===== src/rtl/segam_pkg.sv =====
// Package for the segmentation argmax mask core: payload word types and fixed constants.
// Depends on nothing; imported by the top level.
`default_nettype none

package segam_pkg;

    // Field widths fixed by the external interface.
    localparam int SCORE_FIELD_BITS = 16;
    localparam int CLASS_FIELD_BITS = 8;
    localparam int CFG_BITS         = 9;

    // Reset value of the class count register.
    localparam logic [CFG_BITS-1:0] CLASS_COUNT_RESET = 9'd21;

    // Width of the frame epoch tag stored per class in the presence memory.
    localparam int EPOCH_BITS = 8;

    typedef struct packed {
        logic [SCORE_FIELD_BITS-1:0] score;
        logic                        frame_start;
    } in_word_t;

    typedef struct packed {
        logic [CLASS_FIELD_BITS-1:0] mask_class;
        logic                        first_seen;
    } out_word_t;

endpackage

`default_nettype wire


===== src/rtl/segam_ram.sv =====
// Generic single-clock RAM with one write port and one registered read port.
// Depends on nothing; used by the segmentation argmax mask core.
`default_nettype none

module segam_ram #(
    parameter int WIDTH = 8,
    parameter int DEPTH = 256
) (
    input  wire logic                     aclk,
    input  wire logic                     we,
    input  wire logic [$clog2(DEPTH)-1:0] waddr,
    input  wire logic [WIDTH-1:0]         wdata,
    input  wire logic                     re,
    input  wire logic [$clog2(DEPTH)-1:0] raddr,
    output logic      [WIDTH-1:0]         rdata
);

    logic [WIDTH-1:0] mem_reg [DEPTH];

    // A read at the address being written returns the old contents.
    always_ff @(posedge aclk) begin
        if (we) begin
            mem_reg[waddr] <= wdata;
        end
        if (re) begin
            rdata <= mem_reg[raddr];
        end
    end

endmodule

`default_nettype wire


===== src/rtl/segmentation_argmax_mask_core.sv =====
// Top level of the segmentation argmax mask core: pixel accumulator, presence lookup, output.
// Depends on segam_pkg and segam_ram.
//
// Usage:
// The s_ channel takes one class score word per cycle, channel-interleaved: all scores
// of a pixel, class 0 first. frame_start on a word marks the first score of a frame;
// it restarts the pixel and forgets which classes have been seen. After the last
// channel of a pixel (set by the cfg_ write channel, the class count) one word leaves
// on the m_ channel with the winning class and a first-seen flag.
// Result path: a finished pixel waits in the pending lookup stage for its presence memory
// read, then moves into the output register, which drives the m_ channel.
// Throughput: one score word per cycle, sustained, as long as m_ready stays high.
// The presence memory read/modify/write per pixel is the pacing element; a pixel that
// ends right after another with the same class is served by forwarding.
// Stall: the output register and one pending lookup stage can each hold a pixel, so
// s_ready only drops while both are full and m_ready is low.
// Reset: aresetn (synchronous, active low) empties the pipeline, restarts the pixel,
// restores the class count to 21 and clears the presence valid bits; no
// clearing pass is needed. cfg_ready is always high.
`default_nettype none

module segmentation_argmax_mask_core
    import segam_pkg::*;
#(
    parameter int MAX_CLASSES = 256,
    parameter int SCORE_BITS  = 16
) (
    input  wire logic                aclk,
    input  wire logic                aresetn,
    // Score input channel.
    input  wire logic                s_valid,
    output logic                     s_ready,
    input  wire in_word_t            s_data,
    // Result channel.
    output logic                     m_valid,
    input  wire logic                m_ready,
    output out_word_t                m_data,
    // Configuration write channel (class count).
    input  wire logic                cfg_valid,
    output logic                     cfg_ready,
    input  wire logic [CFG_BITS-1:0] cfg_data
);

    // Class index width is set by the number of classes the presence memory holds.
    localparam int CLS_BITS = $clog2(MAX_CLASSES);
    // Scores compare after masking to SCORE_BITS, never wider than the field.
    localparam int CMP_BITS = (SCORE_BITS < SCORE_FIELD_BITS) ? SCORE_BITS : SCORE_FIELD_BITS;
    localparam logic [CFG_BITS-1:0]   MAX_N      = CFG_BITS'(MAX_CLASSES);
    localparam logic [EPOCH_BITS-1:0] EPOCH_LAST = {EPOCH_BITS{1'b1}};

    // Configuration register.
    logic [CFG_BITS-1:0] class_count_reg;
    logic [CFG_BITS-1:0] eff_classes;

    // Pixel accumulator.
    logic [CLS_BITS-1:0] count_reg,  count_next;
    logic [CMP_BITS-1:0] best_reg,   best_next;
    logic [CLS_BITS-1:0] bcls_reg,   bcls_next;

    // Frame epoch; the presence memory tags each class with the epoch it was seen in.
    logic [EPOCH_BITS-1:0] epoch_reg;
    logic [EPOCH_BITS-1:0] epoch_item;
    logic                  epoch_wrap;

    // Per-class valid bits qualify the epoch tags; they clear at reset and epoch wrap.
    logic [MAX_CLASSES-1:0] seen_valid_reg;

    // Pending lookup stage: holds a finished pixel while its memory read returns.
    logic                  p_valid_reg;
    logic [CLS_BITS-1:0]   p_cls_reg;
    logic [EPOCH_BITS-1:0] p_epoch_reg;
    logic                  p_fwd_reg;

    // Output register.
    logic      out_valid_reg;
    out_word_t out_word_reg;

    logic                  accept;
    logic                  p_move;
    logic                  pixel_last;
    logic [CLS_BITS-1:0]   count_cur;
    logic [CMP_BITS-1:0]   best_cur;
    logic [CLS_BITS-1:0]   bcls_cur;
    logic [CMP_BITS-1:0]   score_val;
    logic                  score_gt;
    logic [CMP_BITS-1:0]   best_new;
    logic [CLS_BITS-1:0]   bcls_new;
    logic                  fwd_hit;
    logic                  mem_we;
    logic [EPOCH_BITS-1:0] mem_rdata;
    logic                  p_seen;
    logic                  p_flag;

    assign cfg_ready = 1'b1;

    // A zero class count behaves as one; anything above the memory depth saturates.
    always_comb begin
        if (class_count_reg == '0) begin
            eff_classes = CFG_BITS'(1);
        end else if (class_count_reg > MAX_N) begin
            eff_classes = MAX_N;
        end else begin
            eff_classes = class_count_reg;
        end
    end

    // The pending stage empties into the output register whenever that register is
    // free or being drained. A new word can enter whenever the pending stage will be
    // free at the next edge.
    assign p_move  = p_valid_reg && (!out_valid_reg || m_ready);
    assign s_ready = !p_valid_reg || p_move;
    assign accept  = s_valid && s_ready;

    // A frame start restarts the pixel before this word's score is considered.
    assign count_cur = s_data.frame_start ? '0 : count_reg;
    assign best_cur  = s_data.frame_start ? '0 : best_reg;
    assign bcls_cur  = s_data.frame_start ? '0 : bcls_reg;

    // Strictly greater replaces, so ties keep the lower class index.
    assign score_val = s_data.score[CMP_BITS-1:0];
    assign score_gt  = score_val > best_cur;
    assign best_new  = score_gt ? score_val : best_cur;
    assign bcls_new  = score_gt ? count_cur : bcls_cur;

    // The pixel ends once the count reaches or passes the last channel, which also
    // covers a class count lowered in mid-pixel.
    assign pixel_last = (CFG_BITS'(count_cur) + CFG_BITS'(1)) >= eff_classes;

    assign epoch_item = s_data.frame_start ? epoch_reg + EPOCH_BITS'(1) : epoch_reg;
    assign epoch_wrap = accept && s_data.frame_start && (epoch_reg == EPOCH_LAST);

    always_comb begin
        count_next = count_reg;
        best_next  = best_reg;
        bcls_next  = bcls_reg;
        if (accept) begin
            if (pixel_last) begin
                count_next = '0;
                best_next  = '0;
                bcls_next  = '0;
            end else begin
                count_next = count_cur + CLS_BITS'(1);
                best_next  = best_new;
                bcls_next  = bcls_new;
            end
        end
    end

    // The pending pixel commits its class to the presence memory as it moves on.
    // Background never needs a mark since it never raises the flag.
    assign mem_we = p_move && (p_cls_reg != '0);

    // The memory returns old data when the read hits the entry committed at the same
    // edge, so that case is caught here and carried with the pixel.
    assign fwd_hit = mem_we && (p_cls_reg == bcls_new) && (p_epoch_reg == epoch_item);

    segam_ram #(
        .WIDTH (EPOCH_BITS),
        .DEPTH (MAX_CLASSES)
    ) u_seen_ram (
        .aclk  (aclk),
        .we    (mem_we),
        .waddr (p_cls_reg),
        .wdata (p_epoch_reg),
        .re    (accept && pixel_last),
        .raddr (bcls_new),
        .rdata (mem_rdata)
    );

    // A class counts as seen in this frame when its tag is valid and matches the
    // pixel's epoch, or when the previous pixel just marked it.
    assign p_seen = p_fwd_reg || (seen_valid_reg[p_cls_reg] && (mem_rdata == p_epoch_reg));
    assign p_flag = (p_cls_reg != '0) && !p_seen;

    always_ff @(posedge aclk) begin
        if (!aresetn) begin
            class_count_reg <= CLASS_COUNT_RESET;
            count_reg       <= '0;
            best_reg        <= '0;
            bcls_reg        <= '0;
            epoch_reg       <= '0;
            p_valid_reg     <= 1'b0;
            out_valid_reg   <= 1'b0;
        end else begin
            if (cfg_valid) begin
                class_count_reg <= cfg_data;
            end
            count_reg <= count_next;
            best_reg  <= best_next;
            bcls_reg  <= bcls_next;
            if (accept) begin
                epoch_reg <= epoch_item;
            end
            if (accept && pixel_last) begin
                p_valid_reg <= 1'b1;
            end else if (p_move) begin
                p_valid_reg <= 1'b0;
            end
            if (p_move) begin
                out_valid_reg <= 1'b1;
            end else if (m_ready) begin
                out_valid_reg <= 1'b0;
            end
        end
    end

    // When the epoch wraps, every stored tag becomes ambiguous, so all valid bits go.
    // A commit at the same edge belongs to the old frame and is dropped with them.
    always_ff @(posedge aclk) begin
        if (!aresetn || epoch_wrap) begin
            seen_valid_reg <= '0;
        end else if (mem_we) begin
            seen_valid_reg[p_cls_reg] <= 1'b1;
        end
    end

    // Payload registers carry no reset.
    always_ff @(posedge aclk) begin
        if (accept && pixel_last) begin
            p_cls_reg   <= bcls_new;
            p_epoch_reg <= epoch_item;
            p_fwd_reg   <= fwd_hit;
        end
        if (p_move) begin
            out_word_reg.mask_class <= CLASS_FIELD_BITS'(p_cls_reg);
            out_word_reg.first_seen <= p_flag;
        end
    end

    assign m_valid = out_valid_reg;
    assign m_data  = out_word_reg;

endmodule

`default_nettype wire


===== config.mk =====
export PLATFORM = sky130hd
export DESIGN_NAME = segmentation_argmax_mask_core
export DESIGN_NICKNAME = d
export VERILOG_FILES = /design/src/rtl/segam_pkg.sv /design/src/rtl/segam_ram.sv /design/src/rtl/segmentation_argmax_mask_core.sv
export SDC_FILE = /design/constraint.sdc
export NUM_CORES = 2
export LEC_CHECK = 0
export BUFFER_PORTS_ARGS = -buffer_cell sky130_fd_sc_hd__buf_4
export CAP_MARGIN = 20
export CELL_PAD_IN_SITES_DETAIL_PLACEMENT = 1
export CELL_PAD_IN_SITES_GLOBAL_PLACEMENT = 1
export CORE_MARGIN = 5
export CORE_UTILIZATION = 54
export DETAILED_ROUTE_END_ITERATION = 8
export PLACE_DENSITY_LB_ADDON = 0.1
export RECOVER_POWER = 50
export SYNTH_ARGS = -nofsm -noshare
export SYNTH_HDL_FRONTEND = slang
export SYNTH_SLANG_ARGS = --single-unit
export TNS_END_PERCENT = 10

===== constraint.sdc =====
create_clock -name aclk -period 7.3 [get_ports aclk]
set_input_delay 1.095 -clock aclk [delete_from_list [all_inputs] [get_ports aclk]]
set_output_delay 1.095 -clock aclk [all_outputs]
set_load 0.02 [all_outputs]

# Yosys cells after proc, flatten, opt, wreduce, memory -nomap -nowiden
# Memory sizes are Yosys's and may differ from the RTL's. A register that Yosys moved wholly into a read port is not among the register bits.
# Cells that the tools add are included.
# classes
add_sub_neg,3
order_cmp,5
eq_ne,4
muxes,21
bitwise,1
reduce_logical,23
# ops
operator,n
$or 256x256->256,1
$mux 16,3
$mux 8,6
$eq 8x8->1,3
$mux 9,2
$add 8x1->8 const B,2
$gt 16x16->1,1
$logic_and 1x1->1,11
$add 8x1->9 const B,1
$ge 9x9->1,1
$gt 9x9->1 const B,1
$logic_not 9->1,1
$lt 8x9->1 const B,1
$bmux 1 s8,1
$demux 1 s8,1
$eq 8x8->1 const B,1
$ge 8x1->1 const B,1
$mux 1,8
$reduce_bool 8->1,1
$logic_not 1->1,4
$logic_or 1x1->1,4
$reduce_bool 2->1,2
# word_totals
register_bits,333
mem_bits_rw,2048
in_bits,31
output_inout_bits,12
wordCells,71
memories,1
# memory_table
memory,words,width,read_ports,rd_clocked_by_memory_dff,wr,line_no,rtl
u_seen_ram.mem_reg,256,8,1,1,1,segam_ram.sv:18,logic [WIDTH-1:0] mem_reg [DEPTH];

# Logic depth before layout (Yosys ltp)
# depth
word_depth,8
mapped_depth,24
depth_no_buf,16

# Cells and area by module
# A second synthesis with hierarchy kept.
# unflattened
cells_unflattened,5219
area_unflattened_um2,94017.7
# by_module_without_submodules
module,instances,cells_each,area_each_um2,seq_area_each_um2
segam_ram,1,3733,79636.4,61739.2
segmentation_argmax_mask_core,1,1486,14381.3,6926.6

# Least setup slack after synthesis
# Ideal clock, no wire load.
# synth_timing
kind,input port to flip-flop
startpoint,input port s_data[0] in the netlist's numbering
endpoint,"register u_seen_ram.rdata[1], read port of u_seen_ram.mem_reg (data pin)"
setup_time_ns,0.256
arrival_ns,5.266
required_ns,7.044
slack_ns,1.779
stages,19
path_buffers,5
cell_sequence,clkbuf_1 > clkbuf_1 > clkbuf_1 > nand2b_1 > ha_1 > nand4_2 > or4_4 > or2_1 > o31a_1 > buf_2 > mux2i_1 > or2_2 > inv_2 > buf_4 > mux4_2 > a31oi_1 > a211oi_1 > or4_1 > o211a_1
# synth_between
elab_chain_len,4
elab_cells_between_ends,8
classes_between,add/sub (1); order compare (2); mux (4); reduce/logical (1)
# synth_lines
element,line_no,rtl
start: declaration,segmentation_argmax_mask_core.sv:33,"input wire in_word_t s_data,"
$mux 8,segmentation_argmax_mask_core.sv:115,assign count_cur = s_data.frame_start ? '0 : count_reg;
$add 8x1->9,segmentation_argmax_mask_core.sv:127,assign pixel_last = (CFG_BITS'(count_cur) + CFG_BITS'(1)) >= eff_classes;
$ge 9x9->1,segmentation_argmax_mask_core.sv:127,
$logic_and 1x1->1,segmentation_argmax_mask_core.sv:165,".re (accept && pixel_last),"
end: declaration,segam_ram.sv:15,output logic [WIDTH-1:0] rdata
# Several ways; a longest one is shown, not always the timed one.
# A chain may end at the register's enable or synchronous reset.

# Worst setup path in the final report
# layout_timing
startpoint,register p_epoch_reg[7]
endpoint,memory u_seen_ram.mem_reg[212][7] (data pin)
# layout_lines
element,line_no,rtl
start: declaration,segmentation_argmax_mask_core.sv:71,logic [EPOCH_BITS-1:0] p_epoch_reg;
start signal: assignment,segmentation_argmax_mask_core.sv:221,p_epoch_reg <= epoch_item;
end: declaration,segam_ram.sv:18,
# No word-level cell before the write port.

==> results.json <==
{
  "power_leakage_uw": 0.0359,
  "power_frac_comb": 0.029,
  "synth_warnings": 0,
  "worstPathMaxFanout": 72,
  "clock.fmax_mhz": 155,
  "ys.flop_type": "edfxtp_1",
  "ys_ff_latch": 2389,
  "cts_buffers": 234,
  "cts_root_buffer": "clkbuf_16",
  "vias_per_cell": 6.61,
  "row_count": 154,
  "drt_pass1_iterations": 5,
  "setup_viol": 0,
  "syn_inst": 6625,
  "rsz0062_at_grt": "no",
  "synth_area_um2": 95900,
  "die_area_um2": 186000,
  "status": "finished, violations left",
  "violations": "capacitance limit, slew limit",
  "ff2ff_setup_slack_ns": 0.85,
  "required_ns": 7.49,
  "drt_iter0_markers": 7396,
  "postRouteAntennaNets": 0,
  "gp_congestion": 0.875,
  "ir_worst_vdd_v": 0.000225,
  "cts_setup_buffers": 0,
  "htree_levels": 4,
  "syn_area_per_cell_um2": 14.5,
  "setup_tns_ns": 0,
  "max_cap_violations": 26,
  "drive_above_1_share": 0.119,
  "dp_cells": 8796,
  "p_sw_uw": 5860,
  "syn_to_final_growth_pct": 11.8,
  "async_flop_share": 0,
  "mostFrequentLayoutCells": "edfxtp_1, nand2_1, mux2i_1",
  "grt_pass1_wl_mm": 446,
  "grt_use_total": 0.329,
  "tightest_slew_ns": 4.90,
  "die_h_um": 431,
  "largest_register_ff_count": 2048,
  "tritoncts": "done",
  "io_buffers": 41,
  "drc_errors": 0,
  "finalWorstSetupSlack_ns": 0.850,
  "hold_path_class": "primary input to flip-flop",
  "yosysSeqAreaShare": 0.716,
  "final_cells": 9277,
  "wl_per_cell_um": 33.5,
  "slew_headroom": -2.26,
  "fin_worst_skew_ns": 0.0384,
  "clk_pin_slew_worst_paths_ns": 0.06,
  "dp_hpwl_mm": 188,
  "final_util": 0.607,
  "cts.sinks": 2389,
  "min_period_over_period": 0.884,
  "cellPowerDensity_nw_per_um2": 259,
  "switching_share": 0.211,
  "antenna_found_initial": 16,
  "hold_viol_final": 0,
  "critical_path_class": "flip-flop to flip-flop",
  "gr-total-overflow": 0,
  "grt_pass1_vias": 62200,
  "final_nets": 6778,
  "grt_max_degree": 193,
  "synth.distinct_cells": 82,
  "seqPwrFrac": 0.530,
  "clkLatencyLatePin_ns": 0.89,
  "synth-edff-count": 2082,
  "clockPowerShare": 0.440,
  "slew_viol_final": 2095,
  "pre_cts_ws_ns": 0.171,
  "coreArea_um2": 176000,
  "die_x_um": 431,
  "end_kind": "flip-flop",
  "p_int_uw": 21900,
  "start_util": 0.543,
  "ctsHoldBuffers": 0,
  "worstPathArrival_ns": 6.64,
  "period_minus_slack_ns": 6.45,
  "ios": 43,
  "vias": 61300,
  "mostFrequentLayoutCell": "edfxtp_1",
  "cts_buffer_depth": 3,
  "setup.worst_path.start_class": "flip-flop",
  "wirelength_mm": 311,
  "cts_resized": 0
}
-- layout make-up --
type                    count  area (µm²)
multi-input cells        3777       25000
fillers                 16200       69300
clock inverters           109        1000
well taps                2340        2930
clock buffers             340        6780
repair buffers            302        2700
diodes                      4        10.0
flip-flops and latches   2389       68700
inverters                  16        85.1
-- cells by family (layout without fill, tap and decap cells) --
| family | Yosys count | in the layout | share of synthesized area |
|---|---|---|---|
| other cells | 2 | 13 | 0.0000783 |
| buf+inv | 466 | 767 | 0.0243 |
| simple gates | 2082 | 2082 | 0.0928 |
| xor+xnor | 42 | 42 | 0.00384 |
| compound gates | 979 | 979 | 0.0730 |
| fa+ha+maj | 27 | 27 | 0.00352 |
| flops | 2389 | 2389 | 0.716 |
| mux | 638 | 638 | 0.0865 |
-- synthesized netlist by cell type, types with 23 or more instances --
master | n | share of area
a21oi_1 | 232 | 0.012
nor3_1 | 68 | 0.0035
and3_1 | 92 | 0.0060
buf_4 | 68 | 0.0053
mux4_2 | 152 | 0.036
a221oi_1 | 59 | 0.0054
a22oi_1 | 23 | 0.0018
ha_1 | 27 | 0.0035
o221ai_1 | 56 | 0.0051
edfxtp_1 | 2082 | 0.65
buf_1 | 24 | 0.00094
dfxtp_1 | 307 | 0.064
a211oi_1 | 41 | 0.0032
nand2_1 | 1114 | 0.044
nand3_1 | 344 | 0.018
a311oi_1 | 80 | 0.0073
nand2b_1 | 23 | 0.0015
o22ai_1 | 34 | 0.0022
xor2_1 | 24 | 0.0022
mux2i_1 | 479 | 0.050
clkbuf_1 | 175 | 0.0068
nor2_1 | 347 | 0.014
buf_2 | 167 | 0.0087
a31oi_1 | 42 | 0.0027
o21a_1 | 265 | 0.021
-- critical path, stage by stage (launching register included) --
cell	delay [ns]
edfxtp_1	0.37
clkbuf_1	2.84
clkbuf_1	2.43
-- layer usage --
layer,vias to the layer above,wire [µm],track usage
li1,25400,-,-
met1,31900,120000,0.441
met2,3211,144000,0.517
met3,780,30400,0.0765
met4,8,16000,0.152
met5,-,46,0
-- path summary, 6_finish.rpt --
| kind | depth (start not counted) | start | endpoint |
|---|---|---|---|
| worst max-delay path | 2 | p_epoch_reg[7] | u_seen_ram.mem_reg[212][7] |
| worst min-delay path | 3 | cfg_data[0] | class_count_reg[0] |
| worst max register to register | 2 | p_epoch_reg[7] | u_seen_ram.mem_reg[212][7] |
| worst min register to register | 2 | bcls_reg[0] | bcls_reg[0] |
-- stage by stage --
stage / hold WS, ns / area, µm² / total power [µW]
floorplan: 0.424 / 95900 / 15500
global placement: 0.437 / 99300 / 15800
detailed placement: 0.449 / 99400 / 15800
CTS: 0.378 / 107000 / 27800
global route: 0.427 / 107000 / 28500
finish: 0.447 / 107000 / 27800
-- power by group through the flow --
stage	logic, µW	clock network (µW)	registers [µW]
after floorplan	494	0	15000
after global placement	788	0	15000
after detailed placement	808	0	15000
after CTS	814	12300	14700
after global routing	863	12900	14700
final	818	12200	14700
No activity file was read; power rests on OpenSTA's default activity.
